--- config.mk ---
export PLATFORM = sky130hd
export DESIGN_NAME = hfmp2_ram
export DESIGN_NICKNAME = d
export VERILOG_FILES = /design/src/rtl/hfmp2_ram.sv
export SDC_FILE = /design/constraint.sdc
export NUM_CORES = 1
export LEC_CHECK = 0
export ABC_AREA = 1
export ABC_CLOCK_PERIOD_IN_PS = 13260
export BUFFER_PORTS_ARGS = -buffer_cell sky130_fd_sc_hd__buf_4
export CAP_MARGIN = 20
export CELL_PAD_IN_SITES_DETAIL_PLACEMENT = 0
export CELL_PAD_IN_SITES_GLOBAL_PLACEMENT = 1
export CORE_MARGIN = 1
export CORE_UTILIZATION = 35
export CTS_CLUSTER_SIZE = 30
export DETAILED_ROUTE_END_ITERATION = 16
export PLACE_DENSITY = 0.68
export SYNTH_ARGS = -nofsm -noshare
export SYNTH_HDL_FRONTEND = slang
export SYNTH_SLANG_ARGS = --single-unit
--- constraint.sdc ---
create_clock -name clk -period 13.26 [get_ports clk]
set_clock_uncertainty 0.05 [all_clocks]
set_input_delay 2.652 -clock clk [delete_from_list [all_inputs] [get_ports clk]]
set_output_delay 2.652 -clock clk [all_outputs]
set_load 0.03 [all_outputs]
--- src/rtl/hfmp2_ram.sv ---
module hfmp2_ram #(
	parameter int W     = 64,
	parameter int DEPTH = 16
) (
	input  logic                     clk,
	input  logic                     we,
	input  logic [$clog2(DEPTH)-1:0] waddr,
	input  logic [W-1:0]             wdata,
	input  logic [$clog2(DEPTH)-1:0] raddr,
	output logic [W-1:0]             rdata
);
	logic [W-1:0] mem [DEPTH];

	always_ff @(posedge clk) begin
		if (we) begin
			mem[waddr] <= wdata;
		end
		rdata <= mem[raddr];
	end
endmodule

==> metrics.md <==
| Metric | Value |
|---|---|
| Outcome | `completed` |
| CTS buffer count | `118` |
| VDD IR max | `0.1082 mV` |
| Post-Synthesis Cell Area | `45,290 um^2` |
| Mapped Cells | `4,210` |
| Post-synthesis cell type count | `15` |
| Post-synth top cells | `nand2_1, edfxtp_1, inv_1` |
| Worst Tran Pin Value | `1.071 ns` |
| Power share of the combinational group | `6.4%` |
| Final Setup Violations | `0` |
| Share of cells above drive strength 1 | `8.326%` |
| Layout area overhead | `13.81%` |
| CTS Buffer Depth | `3` |
| I/O pins | `138` |
| DRT iter0 DRCs | `2,143` |
| Top cells by area, synth | `edfxtp_1, nand2_1, nand3_1` |
| Worst setup EP type | `flop` |
| CTS tree | `done` |
| P per Cell Area | `147.0 nW/um^2` |
| Post-route ant nets | `0` |
| Total Wirelength | `116,500 um` |
| Post-CTS sizing | `0` |
| Final hold viol count | `0` |
| Max-slew violation count | `0` |
| First-pass GRT wire length | `174,500 um` |
| Clock Sinks | `1,088` |
| Final worst slack | `8.325 ns` |
| Most frequently used flop master after synthesis | `edfxtp_1` |
| Syn_nets | `4,284` |
| Final #Nets | `4,378` |
| Leading area contributor after synthesis | `edfxtp_1` |
| DR vias/cell | `4.631` |
| Hold Crit Class | `reg -> reg` |
| CP Max Fanout | `90` |
| Max Freq | `202.6 MHz` |
| Sequential share of power | `51.1%` |
| Place WS | `7.610 ns` |
| Die Span X | `361.7 um` |
| Yosys top cell area share | `67.90%` |
| # rows | `131` |
| Routability cong. | `0.7235` |
| Port bufs | `137` |
| CP Data Required Time | `13.81 ns` |
| Vias in the first global route | `27,450` |
| Grt ovf | `0` |
| DRC Markers | `0` |
| Clk root buf | `clkbuf_16` |
| Leakage | `21.66 nW` |
| Number of synthesized flops with an enable pin | `1,024` |
| WL/cell | `18.98 um` |
| Worst skew pair latency | `0.73 ns` |
| Die Ht | `361.7 um` |
| ANT cells | `0` |
| Ys async rst share | `0%` |
| Count leader, synth | `nand2_1` |
| GRT Util Overall | `17.77%` |
| Crit. Startpoint | `raddr[0]` |
| DR pass1 iterations | `5` |
| Initial core utilization | `35.38%` |
| H-tree levels | `3` |
| Post-CTS Setup Bufs | `0` |
| Reg-to-Reg Start | `mem[1][0]` |
| Core ar. | `128,000 um^2` |
| Synth Register Bits | `1,088` |
| Clk pwr share | `42.4%` |
| Relative slew slack | `28.61%` |
| Final Util | `40.26%` |
| Max-cap violations | `0` |
| DIE AREA | `130,800 um^2` |
| Min Tclk post-route | `4.935 ns` |
| Final Cycle Share | `37.22%` |
| Critical path arrival | `5.48 ns` |
| CP Class | `in -> reg` |
| CP Cell Sequence | `buf_8 > buf_4 > buf_4 > nand2_1 > nand3_1 > nand3_1 > nand3_1 > nand2_1` |
| NetSw | `0.001737 W` |
| Detailed Place HPWL | `54,410 um` |
| Worst path max stage delay | `0.90 ns` |
| Avg Cell Area, Syn | `10.76 um^2` |
| Critical Path Source Type | `primary input` |
| Sw frac | `22.93%` |
| Worst-path clk slew | `0.06 ns` |
| Warnings, synthesis | `0` |
| Cell Int Power | `0.005839 W` |
| Seq/Total Area, Yosys | `70.73%` |
| CP max-delay cell | `buf_4` |
| Top cell by count, worst path | `nand3_1` |
| Post-CTS Hold Buffers | `0` |
| Initial antenna violation count | `9` |
| Min-delay src | `mem[10][54]` |
| RSZ-0062 raised after global routing | `no` |
| Setup TNS | `0 ns` |
| DR vias | `28,420` |
| Pin count of the biggest net entering global routing | `179` |
power groups by stage:
stage          Sequential, W  Clock [W]  Combinational, W
2_1_floorplan        0.00398          0          0.000258
3_3_place_gp         0.00395          0          0.000489
3_5_place_dp         0.00395          0          0.000492
4_1_cts              0.00388    0.00328          0.000494
5_1_grt              0.00388    0.00342          0.000541
6_report             0.00387    0.00321          0.000488
layout by cell type, fill, tap and decap left out:
| master | synthesis | final |
|---|---|---|
| nand2_1 | 1349 | 1349 |
| clkinv_8 | 0 | 1 |
| nor2_4 | 0 | 16 |
| inv_8 | 0 | 2 |
| clkbuf_8 | 0 | 10 |
| inv_6 | 1 | 2 |
| buf_8 | 1 | 2 |
| clkinv_4 | 0 | 2 |
| buf_6 | 46 | 1 |
| clkinvlp_4 | 0 | 1 |
| clkinv_2 | 0 | 15 |
| clkbuf_1 | 21 | 35 |
| inv_1 | 771 | 770 |
| edfxtp_1 | 1024 | 1024 |
| nand3b_1 | 2 | 2 |
| clkinv_1 | 0 | 27 |
| clkbuf_16 | 0 | 118 |
| inv_16 | 0 | 3 |
| inv_4 | 0 | 1 |
| bufinv_16 | 0 | 8 |
| buf_16 | 0 | 3 |
| dfxtp_1 | 64 | 64 |
| buf_4 | 16 | 179 |
| nor2_1 | 17 | 1 |
| nand3_1 | 769 | 769 |
| clkinv_16 | 0 | 3 |
cell type report:
type                       instances  area, um^2
inverter                         774        2947
clock buffer                     163        3222
sequential                      1088       32030
clock inverter                    61       598.1
timing repair buffer             185        1468
multi-input combinational       2137        9111
tap                             1729        2163
fill                           12160       76470
kinds of logic (layout without fill, tap and decap cells):
group                  after synthesis  count (layout)  share of synthesized area, %
and+or+nand+nor                   2137            2137                         19.85
DFF                               1088            1088                         70.73
buffers and inverters              985            1183                         9.416
sequential cells by signal, indices dropped and copies added, names as in the netlist:
name,cells
mem,1024
rdata,64
routing by layer:
layer  global-route usage (%)  wire length [um]
met3                    3.291              6671
met2                    28.73             53780
met1                    24.88             53960
met4                    3.730              1959
met5                        0                89
final timing paths:
| path | to | slack [ns] | depth (start not counted) |
|---|---|---|---|
| worst max-delay path | rdata[44] | 8.33 | 8 |
| worst min-delay path | rdata[54] | 0.60 | 6 |
| worst max register to register | rdata[0] | 12.07 | 6 |
| worst min register to register | rdata[54] | 0.60 | 6 |
worst max-delay path: cells and delay by family:
kind	cells	cell delay, ns
AND/OR/NAND/NOR	5	0.54
buffers and inverters	3	2.19
metrics by stage:
stage                     cell area, um^2  cells  hold slack (ns)  total power (W)
after CTS                           51460   6134           0.6045         0.007651
final                               51540   6137           0.5964         0.007576
after detailed placement            47640   5910           0.5887         0.004440
after floorplan                     45290   4210           0.5574         0.004242
after global routing                51540   6137           0.6387         0.007837
after global placement              47640   5910           0.5759         0.004438
No activity file was read; power rests on OpenSTA's default activity.
