--- config.mk ---
export PLATFORM = sky130hd
export DESIGN_NAME = hfmp2_mul
export DESIGN_NICKNAME = d
export VERILOG_FILES = /design/src/rtl/hfmp2_pkg.sv /design/src/rtl/hfmp2_mul.sv
export SDC_FILE = /design/constraint.sdc
export NUM_CORES = 2
export LEC_CHECK = 0
export BUFFER_PORTS_ARGS = -buffer_cell sky130_fd_sc_hd__buf_2
export CAP_MARGIN = 40
export CORE_MARGIN = 4
export CORE_UTILIZATION = 45
export DETAILED_ROUTE_END_ITERATION = 6
export PLACE_DENSITY = 0.59
export SYNTH_ARGS = -nofsm -noshare
export SYNTH_HDL_FRONTEND = slang
export SYNTH_SLANG_ARGS = --single-unit
--- constraint.sdc ---
create_clock -name clk -period 19.4 [get_ports clk]
set_input_delay 4.85 -clock clk [delete_from_list [all_inputs] [get_ports clk]]
set_output_delay 4.85 -clock clk [all_outputs]
set_load 0.01 [all_outputs]
--- src/rtl/hfmp2_pkg.sv ---
package hfmp2_pkg;

	localparam int MAX_ORBITALS = 16;
	localparam int IDX_W        = $clog2(MAX_ORBITALS);
	localparam int CNT_W        = IDX_W + 1;
	localparam int VALUE_BITS   = 64;
	localparam int ADDR_W       = 4 * IDX_W;
	localparam int STORE_DEPTH  = MAX_ORBITALS ** 4;
	localparam int SMALL_AW     = IDX_W + 1;
	localparam int SMALL_DEPTH  = 2 * MAX_ORBITALS;
	localparam int ACC_W        = VALUE_BITS + 20;
	localparam int PROD_W       = 2 * VALUE_BITS;
	localparam int HALF_W       = VALUE_BITS / 2;
	localparam int CFG_IDX_W    = 2;

	typedef enum logic [2:0] {
		OP_DIAG     = 3'd0,
		OP_ENERGY   = 3'd1,
		OP_INTEGRAL = 3'd2,
		OP_COMPUTE  = 3'd3,
		OP_CLEAR    = 3'd4
	} op_t;

	typedef enum logic [CFG_IDX_W-1:0] {
		CFG_OCCUPIED = 2'd0,
		CFG_ORBITALS = 2'd1,
		CFG_NUCLEAR  = 2'd2
	} cfg_idx_t;

	function automatic logic signed [ACC_W-1:0] sext_acc(input logic [VALUE_BITS-1:0] v);
		return {{(ACC_W-VALUE_BITS){v[VALUE_BITS-1]}}, v};
	endfunction

	function automatic logic [VALUE_BITS-1:0] sat_acc(input logic signed [ACC_W-1:0] v);
		logic [ACC_W-VALUE_BITS:0] hi;
		hi = v[ACC_W-1:VALUE_BITS-1];
		if ((&hi) || (~|hi)) begin
			return v[VALUE_BITS-1:0];
		end else if (v[ACC_W-1]) begin
			return {1'b1, {(VALUE_BITS-1){1'b0}}};
		end else begin
			return {1'b0, {(VALUE_BITS-1){1'b1}}};
		end
	endfunction

	function automatic logic [VALUE_BITS-1:0] mag(input logic [VALUE_BITS-1:0] v);
		return v[VALUE_BITS-1] ? (~v + VALUE_BITS'(1)) : v;
	endfunction

	function automatic logic [ADDR_W-1:0] slot_addr(input logic [2:0] k,
		input logic [IDX_W-1:0] p, input logic [IDX_W-1:0] q,
		input logic [IDX_W-1:0] r, input logic [IDX_W-1:0] s);
		logic [ADDR_W-1:0] a;
		case (k)
			3'd0: a = {p, q, r, s};
			3'd1: a = {r, s, p, q};
			3'd2: a = {p, s, r, q};
			3'd3: a = {r, q, p, s};
			3'd4: a = {q, p, s, r};
			3'd5: a = {s, r, q, p};
			3'd6: a = {q, r, s, p};
			default: a = {s, p, q, r};
		endcase
		return a;
	endfunction

endpackage

--- src/rtl/hfmp2_mul.sv ---
module hfmp2_mul (
	input  logic                              clk,
	input  logic                              arst_n,
	input  logic                              start,
	input  logic [hfmp2_pkg::VALUE_BITS-1:0]  a,
	input  logic [hfmp2_pkg::VALUE_BITS-1:0]  b,
	output logic                              done,
	output logic [hfmp2_pkg::PROD_W-1:0]      product
);
	import hfmp2_pkg::*;

	logic                busy_q;
	logic [2:0]          k_q;
	logic [VALUE_BITS-1:0] p_s1;
	logic [1:0]          pk_s1;
	logic                pv_s1;
	logic [PROD_W-1:0]   acc_q;
	logic                done_q;
	logic [HALF_W-1:0]   a_half;
	logic [HALF_W-1:0]   b_half;
	logic [PROD_W-1:0]   p_shift;

	assign a_half = k_q[1] ? a[VALUE_BITS-1:HALF_W] : a[HALF_W-1:0];
	assign b_half = k_q[0] ? b[VALUE_BITS-1:HALF_W] : b[HALF_W-1:0];

	always_comb begin
		case (pk_s1)
			2'd0:    p_shift = {{VALUE_BITS{1'b0}}, p_s1};
			2'd3:    p_shift = {p_s1, {VALUE_BITS{1'b0}}};
			default: p_shift = {{HALF_W{1'b0}}, p_s1, {HALF_W{1'b0}}};
		endcase
	end

	always_ff @(posedge clk or negedge arst_n) begin
		if (!arst_n) begin
			busy_q <= 1'b0;
			k_q    <= '0;
			pv_s1  <= 1'b0;
			done_q <= 1'b0;
		end else begin
			done_q <= 1'b0;
			if (start) begin
				busy_q <= 1'b1;
				k_q    <= '0;
				pv_s1  <= 1'b0;
			end else if (busy_q) begin
				pv_s1 <= (k_q < 3'd4);
				k_q   <= k_q + 3'd1;
				if (pv_s1 && pk_s1 == 2'd3) begin
					busy_q <= 1'b0;
					done_q <= 1'b1;
					pv_s1  <= 1'b0;
				end
			end
		end
	end

	always_ff @(posedge clk) begin
		if (start) begin
			acc_q <= '0;
		end else if (busy_q) begin
			p_s1  <= a_half * b_half;
			pk_s1 <= k_q[1:0];
			if (pv_s1) begin
				acc_q <= acc_q + p_shift;
			end
		end
	end

	assign done    = done_q;
	assign product = acc_q;
endmodule

==> load_flow_metrics.sql <==
INSERT INTO impl_metrics (metric_group, metric, value, unit) VALUES
('critical_path', 'crit_fanout', '12', ''),
('synthesis', 'syn_area_per_cell', '8.30', 'um^2'),
('synthesis', 'synthDominantAreaCellType', 'fa_1', ''),
('synthesis', 'mappedNetlistNets', '7289', ''),
('routing', 'detail-route-antenna-nets', '0', ''),
('synthesis', 'synth-xor-area-share', '3.09', '%'),
('clock_network', 'clock_tree.htree_level_count', '4', ''),
('die', 'initial_utilization', '45.4', '%'),
('clock_network', 'holdBufCountCts', '0', ''),
('hold_path', 'min-delay-path-class', 'flip-flop to flip-flop', ''),
('synthesis', 'yosys-mux-area-fraction', '2.88', '%'),
('critical_path', 'worstReg2RegEnd', 'p_s1[60]', ''),
('critical_path', 'critical_path.slowest_cell', 'mux2i_2', ''),
('sta', 'finalClockSkew', '0.0162', 'ns'),
('die', 'boundaryPins', '260', ''),
('routing', 'initialDrtViolationCount', '3545', ''),
('synthesis', 'post_synth_main_area_contributors', 'fa_1 37%, ha_1 10%, inv_1 7.3%', ''),
('grt', 'wire_length_of_the_first_global_routing_pass', '270', 'mm'),
('sta', 'tns', '0', 'ns'),
('routing', 'detailroute.via_count', '42100', ''),
('hold_path', 'worst_min_path_start', 'product[76]', ''),
('synthesis', 'synth_top_area_share', '36.9', '%'),
('synthesis', 'synth_common_cells', '943 x inv_1, 897 x fa_1, 875 x nand2_1, 736 x nor2_1, 393 x ha_1', ''),
('die', 'dieArea', '114000', 'um^2'),
('clock_network', 'post_cts_resized', '0', ''),
('sta', 'finalMaxSlewViolations', '0', ''),
('clock_network', 'cts_tree', 'done', ''),
('grt', 'pin_count_of_the_biggest_net_entering_global_routing', '100', ''),
('critical_path', 'critical_path.reg2reg.startpoint', 'k_q[1]', ''),
('clock_network', 'clockBufferDepth', '2', ''),
('placed_design', 'hpwl', '144', 'mm'),
('grt', 'grt-ovfl-total', '0', ''),
('synthesis', 'synthArstFlopShare', '3.00', '%'),
('run_status', 'failed_checks', 'design-rule violations', ''),
('critical_path', 'crit_top_cell', 'fa_1', ''),
('clock_network', 'tritoncts.num_buffers', '17', ''),
('routing', 'vias_per_cell', '5.73', ''),
('synthesis', 'synth_cell_area', '48700', 'um^2'),
('clock_network', 'cts_root_buf', 'clkbuf_16', ''),
('critical_path', 'rrSetupSlack', '8.89', 'ns'),
('synthesis', 'ys_seq_elements', '200', ''),
('sta', 'grt_setup_unrepaired', 'false', ''),
('critical_path', 'timing_worst_setup_path_type', 'input port to flip-flop', ''),
('routing', 'total_wirelength_of_the_detailed_routed_design', '180', 'mm'),
('clock_network', 'clock_slew_at_the_register_clock_pins_of_the_worst_setup_and_hold_paths', '0.08', 'ns'),
('critical_path', 'cp_data_arrival_time', '13.54', 'ns'),
('clock_network', 'clock_sink_count', '200', ''),
('synthesis', 'ys.flop_type', 'dfxtp_1', ''),
('sta', 'min_period', '13.33', 'ns'),
('sta', 'max_freq', '75.0', 'MHz'),
('synthesis', 'yosysMostFrequentCell', 'inv_1', ''),
('critical_path', 'end_kind', 'flip-flop', ''),
('clock_network', 'post-cts-setup-buffer-count', '0', ''),
('synthesis', 'ys_seq_area_share', '9.63', '%'),
('run_status', 'run_status', 'complete, but fails checks', ''),
('die', 'die_h', '337', 'um'),
('critical_path', 'crit_required', '19.61', 'ns'),
('placed_design', 'finalWeightedCongestion', '0.991', ''),
('clock_network', 'source_to_sink_clock_delay_at_the_later_pin_of_the_worst_skew_pair', '0.49', 'ns'),
('synthesis', 'synth-warning-count', '0', ''),
('die', 'die_width', '337', 'um'),
('routing', 'detail_route.drc_violations', '4', ''),
('finish', 'share_of_layout_cells_above_drive_strength_1', '8.62', '%'),
('sta', 'finalCritPeriodShare', '68.7', '%'),
('critical_path', 'cp-start-kind', 'input port', ''),
('critical_path', 'slowest_delay', '0.74', 'ns'),
('critical_path', 'r2r.worst_path.cells', '29', ''),
('placed_design', 'buffer_ports.inserted', '259', ''),
('synthesis', 'complex_gate_fraction_of_the_synthesized_area', '11.6', '%'),
('finish', 'area_growth', '7.28', '%'),
('grt', 'via_count_of_the_first_global_routing_pass', '43300', '');
-- how the worst min path moves through the flow --
stage,endpoint,cells after the start
3_5_place_dp,product[74],2
6_report,product[76],2
3_3_place_gp,product[54],2
5_1_grt,product[76],2
2_1_floorplan,pk_s1[1],0
4_1_cts,product[76],2
-- registers in the layout, summed over array words and instances, names as in the netlist --
signal,count
pv_s1,1
product,128
done,1
k_q,3
pk_s1,2
busy_q,1
p_s1,64
-- area by class of cell --
type                    count  area (um^2)
clock buffers              18          429
fillers                 10600        55100
diodes                      3         7.51
clock inverters            14          145
multi-input cells        4435        39700
flip-flops and latches    200         4700
repair buffers            341         2030
inverters                 943         3540
well taps                1403         1760
-- cells in the final DEF (no fill, tap or decap), drive strengths merged, types with 15 or more instances in the layout --
master,synthesis,layout
nor3,33,33
o21bai,39,39
fa,897,897
a21o,78,78
nor2b,23,23
edfxtp,66,66
xor2,68,68
a21oi,341,341
nand4,64,64
a211oi,17,17
mux2i,68,68
a31oi,33,33
clkbuf,265,18
o21ai,229,229
xnor2,104,104
inv,943,948
a22o,33,33
o31ai,16,16
o211ai,18,18
and2,70,70
dfxtp,128,128
and3,15,15
mux2,64,64
nand3,42,42
buf,25,341
ha,393,393
nor2,736,736
o21a,31,31
nand2,875,875
-- routing by layer --
metal	GRT usage, %	part of all wire, %	vias up
met3	7.89	10	456
met4	15.5	6.0	4
met2	49.2	43	2039
met5	0	0.013	-
li1	-	-	18700
met1	42.0	40	21000
-- per-stage QoR --
step                      std cells  instance area [um^2]  utilization [%]  hold slack [ns]  setup slack, ns
after floorplan                5868                 48700                -            0.469             6.86
after global placement         7313                 51500             48.0            0.461             5.52
after detailed placement       7322                 51700             48.2            0.469             5.65
after CTS                      7354                 52300             48.7            0.479             6.16
after global routing           7354                 52300             48.7            0.491             5.70
final                          7357                 52300             48.7            0.476             6.07
-- critical path: cells and delay by family --
family / cells / cell delay (ns)
AOI/OAI and AO/OA: 8 / 2.31
xor gates and xnor gates: 1 / 0.13
adders and majority gates: 9 / 4.15
buffers and inverters: 6 / 0.74
muxes: 1 / 0.74
and+or+nand+nor: 4 / 0.58
-- cells by family (layout without fill, tap and decap cells) --
logic type	count (synthesis)	after routing
flops	200	200
xor+xnor	172	172
compound gates	917	917
buf+inv	1233	1316
simple gates	1924	1924
other cells	0	3
fa+ha+maj	1290	1290
mux	132	132
Power is left out: the tool's default activity adds up to more than one toggle a clock period on the data nets, which glitch-free logic cannot reach.
