`config.mk`:
```
export PLATFORM = sky130hd
export DESIGN_NAME = hfmp2_div
export DESIGN_NICKNAME = d
export VERILOG_FILES = /design/src/rtl/hfmp2_pkg.sv /design/src/rtl/hfmp2_div.sv
export SDC_FILE = /design/constraint.sdc
export NUM_CORES = 1
export LEC_CHECK = 0
export BUFFER_PORTS_ARGS = -buffer_cell sky130_fd_sc_hd__clkbuf_2
export CORE_UTILIZATION = 50
export CTS_CLUSTER_DIAMETER = 50
export CTS_CLUSTER_SIZE = 12
export DETAILED_ROUTE_END_ITERATION = 10
export GPL_ROUTABILITY_DRIVEN = 0
export MAX_ROUTING_LAYER = met4
export PLACE_DENSITY = 0.77
export SLEW_MARGIN = 20
export SYNTH_ARGS = -nofsm -noshare
export SYNTH_HDL_FRONTEND = slang
export SYNTH_SLANG_ARGS = --single-unit
```
`constraint.sdc`:
```
create_clock -name clk -period 3.33 [get_ports clk]
set_input_delay 0.4995 -clock clk [delete_from_list [all_inputs] [get_ports clk]]
set_output_delay 0.4995 -clock clk [all_outputs]
set_load 0.1 [all_outputs]
```
`src/rtl/hfmp2_pkg.sv`:
```
package hfmp2_pkg;

	localparam int MAX_ORBITALS = 16;
	localparam int IDX_W        = $clog2(MAX_ORBITALS);
	localparam int CNT_W        = IDX_W + 1;
	localparam int VALUE_BITS   = 64;
	localparam int ADDR_W       = 4 * IDX_W;
	localparam int STORE_DEPTH  = MAX_ORBITALS ** 4;
	localparam int SMALL_AW     = IDX_W + 1;
	localparam int SMALL_DEPTH  = 2 * MAX_ORBITALS;
	localparam int ACC_W        = VALUE_BITS + 20;
	localparam int PROD_W       = 2 * VALUE_BITS;
	localparam int HALF_W       = VALUE_BITS / 2;
	localparam int CFG_IDX_W    = 2;

	typedef enum logic [2:0] {
		OP_DIAG     = 3'd0,
		OP_ENERGY   = 3'd1,
		OP_INTEGRAL = 3'd2,
		OP_COMPUTE  = 3'd3,
		OP_CLEAR    = 3'd4
	} op_t;

	typedef enum logic [CFG_IDX_W-1:0] {
		CFG_OCCUPIED = 2'd0,
		CFG_ORBITALS = 2'd1,
		CFG_NUCLEAR  = 2'd2
	} cfg_idx_t;

	function automatic logic signed [ACC_W-1:0] sext_acc(input logic [VALUE_BITS-1:0] v);
		return {{(ACC_W-VALUE_BITS){v[VALUE_BITS-1]}}, v};
	endfunction

	function automatic logic [VALUE_BITS-1:0] sat_acc(input logic signed [ACC_W-1:0] v);
		logic [ACC_W-VALUE_BITS:0] hi;
		hi = v[ACC_W-1:VALUE_BITS-1];
		if ((&hi) || (~|hi)) begin
			return v[VALUE_BITS-1:0];
		end else if (v[ACC_W-1]) begin
			return {1'b1, {(VALUE_BITS-1){1'b0}}};
		end else begin
			return {1'b0, {(VALUE_BITS-1){1'b1}}};
		end
	endfunction

	function automatic logic [VALUE_BITS-1:0] mag(input logic [VALUE_BITS-1:0] v);
		return v[VALUE_BITS-1] ? (~v + VALUE_BITS'(1)) : v;
	endfunction

	function automatic logic [ADDR_W-1:0] slot_addr(input logic [2:0] k,
		input logic [IDX_W-1:0] p, input logic [IDX_W-1:0] q,
		input logic [IDX_W-1:0] r, input logic [IDX_W-1:0] s);
		logic [ADDR_W-1:0] a;
		case (k)
			3'd0: a = {p, q, r, s};
			3'd1: a = {r, s, p, q};
			3'd2: a = {p, s, r, q};
			3'd3: a = {r, q, p, s};
			3'd4: a = {q, p, s, r};
			3'd5: a = {s, r, q, p};
			3'd6: a = {q, r, s, p};
			default: a = {s, p, q, r};
		endcase
		return a;
	endfunction

endpackage

```
`src/rtl/hfmp2_div.sv`:
```
module hfmp2_div (
	input  logic                              clk,
	input  logic                              arst_n,
	input  logic                              start,
	input  logic [hfmp2_pkg::PROD_W-1:0]      num,
	input  logic [hfmp2_pkg::VALUE_BITS-1:0]  den,
	output logic                              done,
	output logic [hfmp2_pkg::PROD_W-1:0]      quotient
);
	import hfmp2_pkg::*;

	logic                  busy_q;
	logic [7:0]            cnt_q;
	logic [PROD_W-1:0]     nq_q;
	logic [VALUE_BITS:0]   rem_q;
	logic [VALUE_BITS-1:0] den_q;
	logic                  done_q;
	logic [VALUE_BITS:0]   rem_sh;
	logic                  fits;

	assign rem_sh = {rem_q[VALUE_BITS-1:0], nq_q[PROD_W-1]};
	assign fits   = rem_sh >= {1'b0, den_q};

	always_ff @(posedge clk or negedge arst_n) begin
		if (!arst_n) begin
			busy_q <= 1'b0;
			cnt_q  <= '0;
			done_q <= 1'b0;
		end else begin
			done_q <= 1'b0;
			if (start) begin
				busy_q <= 1'b1;
				cnt_q  <= '0;
			end else if (busy_q) begin
				cnt_q <= cnt_q + 8'd1;
				if (cnt_q == 8'(PROD_W - 1)) begin
					busy_q <= 1'b0;
					done_q <= 1'b1;
				end
			end
		end
	end

	always_ff @(posedge clk) begin
		if (start) begin
			nq_q  <= num;
			den_q <= den;
			rem_q <= '0;
		end else if (busy_q) begin
			nq_q  <= {nq_q[PROD_W-2:0], fits};
			rem_q <= fits ? (rem_sh - {1'b0, den_q}) : rem_sh;
		end
	end

	assign done     = done_q;
	assign quotient = nq_q;
endmodule

```
==> impl_summary.log, run 1 <==
[metrics] run status: finished, final reports clean
[metrics] post-synthesis instance total: 1,352
[metrics] crit share post-route: 94.4%
[metrics] switching power as a share of total power: 41.4%
[metrics] count of buffers inserted at the top-level ports: 323
[metrics] clock insertion delay at the later pin of the skew report: 0.52 ns
[metrics] total net switching power: 5.85 mW
[metrics] first-pass GRT wire length: 61,500 µm
[metrics] delay of the slowest cell on the worst path: 0.50 ns
[metrics] hold depth: 1
[metrics] setup TNS: 0 ns
[metrics] Pwr Density: 788 nW/µm²
[metrics] initial core utilization: approximately 50%
[metrics] DRT antenna net count: 0
[metrics] critical path fanouts, max: 4
[metrics] number of warnings printed during yosys synthesis: 0
[metrics] Critical R2R Launch: quotient[127]$_DFFE_PP_
[metrics] series of cell instances along the critical path: inv_1 -> ha_2 -> fa_2 -> nor2b_2 -> o31a_1 -> o31ai_2 -> and2b_2 -> o221ai_4 -> a21oi_4 -> and2_1 -> nor3_1 -> or4_1 -> a311oi_1
[metrics] EDFF count, synth: around 190
[metrics] die extent in y: 173 µm
[metrics] top-count cell post-synth: sky130_fd_sc_hd__edfxtp_1
[metrics] cts bufs inserted: 34
[metrics] total count of hold-check failures in the final report: 0
[metrics] fin. max-slew vios: 0
[metrics] minimum clock period: 3.15 ns
[metrics] worst hold path startpoint: den[60]
[metrics] fin util: 62.4%
[metrics] Max Buffers Root-to-Sink: 3
[metrics] count of unresolved DRC violations after routing: 0
[metrics] clock tree root driver cell: sky130_fd_sc_hd__clkbuf_16
[metrics] ratio of cells with drive above 1 in the final layout: 33.5%
[metrics] clock share of power: 24.5%
[metrics] fraction of power consumed by combinational cells: between 40% and 50%
[metrics] Tightest Hold Check Type: in2reg
[metrics] fraction of registers with async set/reset: 3.76%
[metrics] type of the worst setup path: reg2reg
[metrics] number of top-level pins: ~320
[metrics] cell types with the highest counts after synthesis: 192 x sky130_fd_sc_hd__edfxtp_1, 128 x sky130_fd_sc_hd__mux2_2, 118 x sky130_fd_sc_hd__nor2_1
[metrics] Setup Skew: 0.0256 ns
[metrics] routed via count divided by cell count: 5.72
[metrics] Initial DRC Count: about 850
[metrics] measured slew at the worst slew-check pin: between 1 and 1.5 ns
[metrics] CTS sink cnt: 266
[metrics] final wirelength: 40,100 µm
[metrics] Synth Flop Type: sky130_fd_sc_hd__edfxtp_1
[metrics] area share of the largest cell type after synthesis: 39.5%
[metrics] GR Util All Layers: 26.8%
[metrics] Chip Width: 173 µm
[metrics] register-to-register path setup slack: ~0.18 ns
[metrics] Yosys cell types: around 70
[metrics] number of placement rows: 62
[metrics] data arrival at the endpoint of the critical path: 3.56 ns
[metrics] htree depth: 2
[metrics] area grow syn2layout: 22.6%
[metrics] via count of the first global-routing pass: between 10,000 and 15,000
[metrics] Hold Path End: den_q[60]$_DFFE_PP_
[metrics] overflow left after global routing: 0
[metrics] RSZ-0062 raised after global routing: true
[metrics] cell taking the most area after synthesis: sky130_fd_sc_hd__edfxtp_1
[metrics] CP max-delay cell: sky130_fd_sc_hd__or4_1
[metrics] sequential-to-total area share from yosys stat: around half
[metrics] R2R depth: 13
[metrics] Mean Syn Cell Area: roughly 11 µm²
[metrics] half-perimeter wire length after placement: 29,400 µm
[metrics] average wire length per cell after detail routing: about 19 µm
[metrics] worst-case headroom to the max-slew limit: 28.4%
[metrics] number of storage elements in the synthesis netlist: 266
[metrics] Leak Pwr: 7.90 nW
[metrics] total of endpoints with negative setup slack in the final report: 0
[metrics] Cell Int Power: 8.28 mW
[metrics] placeable core region: 28,700 µm²
[metrics] endpoint required time on the critical path: 3.74 ns
[metrics] syn nets: 1,613
[metrics] element type at the critical path end: flip-flop
[metrics] Final #Nets: a little under 2,000
[metrics] Critical Path Source Type: flip-flop
[metrics] count of maximum capacitance violations: 0
[metrics] clock tree from TritonCTS: built
[metrics] length of the first detailed-routing pass in iterations: 5
[metrics] via count of the routed design: 11,943
[metrics] clock-pin slew of the registers on the worst-case setup and hold paths: 0.06 ns
[metrics] largest voltage drop on the vdd net: 0.460 mV
[metrics] largest cells by area after synthesis: sky130_fd_sc_hd__edfxtp_1 39%, sky130_fd_sc_hd__mux2_2 9.9%, sky130_fd_sc_hd__dfxtp_1 8.8%
[metrics] full die area: 29,900 µm²
[metrics] share of power burned in registers: roughly a third
[metrics] Netlist Area Pre-Place: 14,600 µm²
[metrics] FMAX: 318 MHz
[metrics] Worst R2R End: rem_q[48]$_SDFFE_PP0P_
[metrics] largest net degree at the start of global routing: ~140
[metrics] initial antenna violation count: 5
==> per-stage QoR <==
step / cell area (µm²) / std cells / setup WS (ns) / hold WS (ns) / total power [mW]
2_1_floorplan: 14600 / 1352 / -0.176 / 0.204 / 9.14
3_3_place_gp: 16800 / 2021 / 0.196 / 0.382 / 10.5
3_5_place_dp: 16800 / 2021 / 0.0896 / 0.387 / 10.5
4_1_cts: 17800 / 2083 / 0.0838 / 0.133 / 14.0
5_1_grt: 17900 / 2089 / -0.00786 / 0.136 / 14.8
6_report: 17900 / 2089 / 0.185 / 0.147 / 14.1
==> cell families after synthesis <==
kind of cell               share of synthesized area [%]
AOI/OAI and AO/OA                                   16.2
xor gates and xnor gates                            3.54
adders and majority gates                           5.70
buffers and inverters                               4.43
DFF                                                 50.0
muxes                                               10.4
and+or+nand+nor                                     9.75
==> state kept, by name, summed over array words and instances, names as in the netlist <==
signal	cells
quotient	128
rem_q	64
done	1
cnt_q	8
den_q	64
busy_q	1
==> power groups by stage <==
stage	logic (mW)	registers (mW)	clock network, mW
finish	6.15	4.52	3.45
global route	6.62	4.57	3.64
CTS	6.01	4.51	3.52
detailed placement	5.97	4.56	0
global placement	5.91	4.55	0
floorplan	3.44	5.70	0
==> layer usage <==
metal	global-route usage (%)	vias up	share of wire [%]
met4	12.8	0	4.8
met1	30.9	5641	39
li1	-	5676	-
met3	6.88	113	8.4
met5	-	-	0
met2	43.5	513	48
==> final cells by class <==
class                           count  area (µm²)
Antenna cell                        5        12.5
Clock buffer                       48         933
Clock inverter                     13         120
Fill cell                        2338       10800
Inverter                           85         323
Multi-Input combinational cell    924        6730
Sequential cell                   266        7300
Tap cell                          384         480
Timing Repair Buffer              364        2020
==> what timing repair did <==
item                                    in CTS  in global routing
buffers inserted                             0                  0
hold buffers                                 1                  0
endpoints found under the setup margin       0                 19
endpoints found under the hold margin       10                  0
gates resized for setup                      0                  7
==> worst max-delay path by stage <==
stage,startpoint,to,depth (start not counted)
2_1_floorplan,quotient[127]$_DFFE_PP_,rem_q[48]$_SDFFE_PP0P_,13
3_3_place_gp,quotient[127]$_DFFE_PP_,rem_q[48]$_SDFFE_PP0P_,13
3_5_place_dp,quotient[127]$_DFFE_PP_,rem_q[48]$_SDFFE_PP0P_,13
4_1_cts,quotient[127]$_DFFE_PP_,rem_q[48]$_SDFFE_PP0P_,13
5_1_grt,den_q[31]$_DFFE_PP_,rem_q[28]$_SDFFE_PP0P_,13
6_report,quotient[127]$_DFFE_PP_,rem_q[48]$_SDFFE_PP0P_,13
==> cell usage in the layout (no fill, tap or decap), drive strengths merged, types with 7 or more instances in the layout <==
cell,netlist,routed
clkbuf,54,371
edfxtp,192,192
mux2,128,128
nor2,118,118
a21oi,112,112
inv,85,91
nand2,79,79
ha,65,65
dfxtp,64,64
o21ai,64,64
a211oi,43,43
buf,23,40
xnor2,32,32
nand4,31,31
a21o,30,30
xor2,27,27
and3,19,19
nor3,14,14
o21a,13,13
o21bai,12,12
nand3,10,10
o211ai,10,10
a31oi,10,10
dfrtp,10,10
o211a,9,9
or3,9,9
mux2i,8,8
nor2b,7,7
==> critical path, delay by kind of cell, from the launching register on <==
| family | cells | cell delay [ns] |
|---|---|---|
| AOI/OAI and AO/OA | 5 | 1.16 |
| adders and majority gates | 2 | 0.41 |
| buffers and inverters | 1 | 0.07 |
| DFF | 1 | 0.39 |
| and+or+nand+nor | 5 | 1.01 |
Note: power is estimated with default switching activity, not from simulation.
==> run 2: changes to the inputs <==
--- a/config.mk
+++ b/config.mk
@@ -6,13 +6,14 @@
 export NUM_CORES = 1
 export LEC_CHECK = 0
 export BUFFER_PORTS_ARGS = -buffer_cell sky130_fd_sc_hd__clkbuf_2
-export CORE_UTILIZATION = 50
+export CORE_UTILIZATION = 51
+export CTS_BUF_LIST = sky130_fd_sc_hd__clkbuf_2
 export CTS_CLUSTER_DIAMETER = 50
 export CTS_CLUSTER_SIZE = 12
 export DETAILED_ROUTE_END_ITERATION = 10
 export GPL_ROUTABILITY_DRIVEN = 0
 export MAX_ROUTING_LAYER = met4
-export PLACE_DENSITY = 0.77
+export PLACE_DENSITY = 0.79
 export SLEW_MARGIN = 20
 export SYNTH_ARGS = -nofsm -noshare
 export SYNTH_HDL_FRONTEND = slang
==> run 2 against run 1 <==
- clock power is 45% lower
- routed wire length up 15%
- maximum frequency shrank 2.8%
- sequential share of layout area down 3.1 points
- non-clock buffer count rose by 201
- clock-buffer cell count fell by 6
- cell area is 8.1% higher
- highest routed layer unchanged
==> impl_summary.log, run 2 (synthesis gave the netlist of run 1 again) <==
[metrics] via count of the first global-routing pass: 12,982
[metrics] clock tree root driver cell: sky130_fd_sc_hd__clkbuf_2
[metrics] series of cell instances along the critical path: inv_2 -> ha_4 -> fa_2 -> nor2b_4 -> o31a_1 -> o31ai_2 -> and2b_2 -> o221ai_4 -> a21oi_4 -> and2_4 -> nor3_2 -> or4_1 -> a311oi_2
[metrics] half-perimeter wire length after placement: 30,100 µm
[metrics] data arrival at the endpoint of the critical path: 3.95 ns
[metrics] kind of cell adding the most delay to the critical path: compound AO/OA/AOI/OAI gates
[metrics] largest voltage drop on the vdd net: 0.474 mV
[metrics] highest metal layer with signal wires: met4
[metrics] Tightest Hold Check Type: in2reg
[metrics] Setup Skew: 0.0956 ns
[metrics] placeable core region: about 28,000 µm²
[metrics] ratio of cells with drive above 1 in the final layout: about a third
[metrics] most common cell after layout, fill and taps aside: sky130_fd_sc_hd__clkbuf_2
[metrics] clock-pin slew of the registers on the worst-case setup and hold paths: 0.22 ns
[metrics] element type at the critical path end: flip-flop
[metrics] total count of hold-check failures in the final report: 0
[metrics] count of unresolved DRC violations after routing: 0
[metrics] htree depth: 2
[metrics] initial core utilization: 52.2%
[metrics] Worst setup startpoint: quotient[127]$_DFFE_PP_
[metrics] Place WS: approximately 0.1 ns
[metrics] GR Util All Layers: 31.7%
[metrics] endpoint required time on the critical path: 4.04 ns
[metrics] via count of the routed design: 13,204
[metrics] CP max-delay cell: sky130_fd_sc_hd__or4_1
[metrics] combined buffer and inverter count along the critical path: 1
[metrics] Routed met1 length: 17,400 µm
[metrics] delay of the slowest cell on the worst path: 0.50 ns
[metrics] Final #Nets: 2,139
[metrics] measured slew at the worst slew-check pin: about 0.97 ns
[metrics] number of top-level pins: 324
[metrics] number of placement rows: 61
[metrics] DRT antenna net count: 0
[metrics] die extent in y: 171 µm
[metrics] layout filler cell count: a little over 2,000
[metrics] Leak Pwr: 8.50 nW
[metrics] crit share post-route: 97.1%
[metrics] run status: finished, final reports clean
[metrics] total net switching power: 5.91 mW
[metrics] area grow syn2layout: 32.6%
[metrics] clock share of power: 14.7%
[metrics] final wirelength: 46,100 µm
[metrics] CTS sink cnt: 266
[metrics] Chip Width: 171 µm
[metrics] fin. max-slew vios: 0
[metrics] Initial DRC Count: 1,109
[metrics] Cell Int Power: around 7 mW
[metrics] cts bufs inserted: 36
[metrics] initial antenna violation count: 2
[metrics] Pwr Density: 670 nW/µm²
[metrics] full die area: 29,300 µm²
[metrics] RSZ-0062 raised after global routing: true
[metrics] setup TNS: 0 ns
[metrics] count of buffers inserted at the top-level ports: 323
[metrics] minimum clock period: 3.23 ns
[metrics] fraction of power consumed by combinational cells: 50.2%
[metrics] critical path fanouts, max: 3
[metrics] register-to-register path setup slack: 0.1 ns
[metrics] length of the first detailed-routing pass in iterations: 7
[metrics] FMAX: 309 MHz
[metrics] clock tree from TritonCTS: built
[metrics] largest net degree at the start of global routing: approximately 110
[metrics] average wire length per cell after detail routing: 20.2 µm
[metrics] routed via count divided by cell count: 5.79
[metrics] worst-case headroom to the max-slew limit: 35.0%
[metrics] worst hold path startpoint: den[8]
[metrics] overflow left after global routing: 0
[metrics] total of endpoints with negative setup slack in the final report: 0
[metrics] Max Buffers Root-to-Sink: 3
[metrics] switching power as a share of total power: 45.6%
[metrics] most frequent cells in the layout: 364 x sky130_fd_sc_hd__clkbuf_2, 196 x sky130_fd_sc_hd__dlygate4sd3_1, 192 x sky130_fd_sc_hd__edfxtp_1
[metrics] minimum setup slack in the final design: 0.0958 ns
[metrics] type of the worst setup path: reg2reg
[metrics] Critical R2R Launch: quotient[127]$_DFFE_PP_
[metrics] first-pass GRT wire length: 69,400 µm
[metrics] Critical Path Source Type: flip-flop
[metrics] Met2 Routed Length: 21,900 µm
[metrics] share of power burned in registers: 35.1%
[metrics] count of maximum capacitance violations: 0
[metrics] routed length on met3: 3640 µm
[metrics] clock insertion delay at the later pin of the skew report: 0.86 ns
[metrics] Largest register FFs: about 130
-- run 2: cell types whose count changed in the layout (fill, tap and decap cells not counted), moves of 3 or more --
cell                            before  now
sky130_fd_sc_hd__ha_1               64   55
sky130_fd_sc_hd__diode_2             5    2
sky130_fd_sc_hd__clkbuf_8            3    0
sky130_fd_sc_hd__clkinvlp_4          1    4
sky130_fd_sc_hd__ha_2                1    7
sky130_fd_sc_hd__dlygate4sd3_1       1  196
sky130_fd_sc_hd__clkbuf_16          35    0
sky130_fd_sc_hd__ha_4                0    3
sky130_fd_sc_hd__clkbuf_1           11    0
sky130_fd_sc_hd__buf_4              34   40
sky130_fd_sc_hd__clkbuf_2          322  364
sky130_fd_sc_hd__inv_2               0    3
-- run 2: per-layer routing --
layer / track usage [%] / up-vias
met5: - / -
met4: 18.2 / 0
met3: 5.94 / 200
met2: 51.8 / 736
met1: 36.7 / 6188
li1: - / 6080
-- run 2: power by group through the flow --
stage               sequential [mW]  clock, mW  combinational, mW
CTS                            4.50       1.92               6.26
finish                         4.55       1.91               6.51
detailed placement             4.57          0               6.03
floorplan                      5.70          0               3.44
global route                   4.60       2.07               6.96
global placement               4.55          0               5.94
-- run 2: final timing paths --
check,cells after the start,endpoint
setup / recovery,13,rem_q[48]$_SDFFE_PP0P_
setup reg to reg,13,rem_q[48]$_SDFFE_PP0P_
hold / removal,2,den_q[8]$_DFFE_PP_
min in group asynchronous,3,cnt_q[6]$_DFFE_PN0P_
max in group asynchronous,4,cnt_q[2]$_DFFE_PN0P_
hold reg to reg,1,done$_DFF_PN0_
-- run 2: area by class of cell --
type / count / area [µm²] / area share [%]
repair buffers: 565 / 4010 / 20.7
well taps: 378 / 473 / 2.44
clock buffers: 42 / 210 / 1.09
flip-flops and latches: 266 / 7300 / 37.7
multi-input cells: 924 / 6850 / 35.4
clock inverters: 20 / 194 / 1.00
diodes: 2 / 5.00 / 0.0258
inverters: 85 / 323 / 1.67
-- run 2: timing repair --
item                                    in CTS  in global routing
endpoints found under the hold margin      210                  0
endpoints found under the setup margin       1                 58
gates resized for setup                      2                 31
setup buffers                                0                  5
pin swaps                                    1                 14
hold buffers                               196                  0
-- run 2: worst reg2reg max path, stage by stage, from the launching register on --
cell and delay (ns):
sky130_fd_sc_hd__edfxtp_1 0.45, sky130_fd_sc_hd__inv_2 0.08, sky130_fd_sc_hd__ha_4 0.13, sky130_fd_sc_hd__fa_2 0.22
sky130_fd_sc_hd__nor2b_4 0.05, sky130_fd_sc_hd__o31a_1 0.26, sky130_fd_sc_hd__o31ai_2 0.28, sky130_fd_sc_hd__and2b_2 0.23
sky130_fd_sc_hd__o221ai_4 0.13, sky130_fd_sc_hd__a21oi_4 0.25, sky130_fd_sc_hd__and2_4 0.18, sky130_fd_sc_hd__nor3_2 0.03
sky130_fd_sc_hd__or4_1 0.50, sky130_fd_sc_hd__a311oi_2 0.30
-- run 2: stage by stage --
stage                     total power, mW  cells  utilization (%)  instance area [µm²]  hold WS (ns)
after floorplan                      9.14   1352                -                14600         0.204
after global placement               10.5   2017             60.0                16800         0.380
after detailed placement             10.6   2017             60.0                16800         0.388
after CTS                            12.7   2275             68.5                19200         0.286
after global routing                 13.6   2282             69.1                19400         0.272
final                                13.0   2282             69.1                19400         0.334
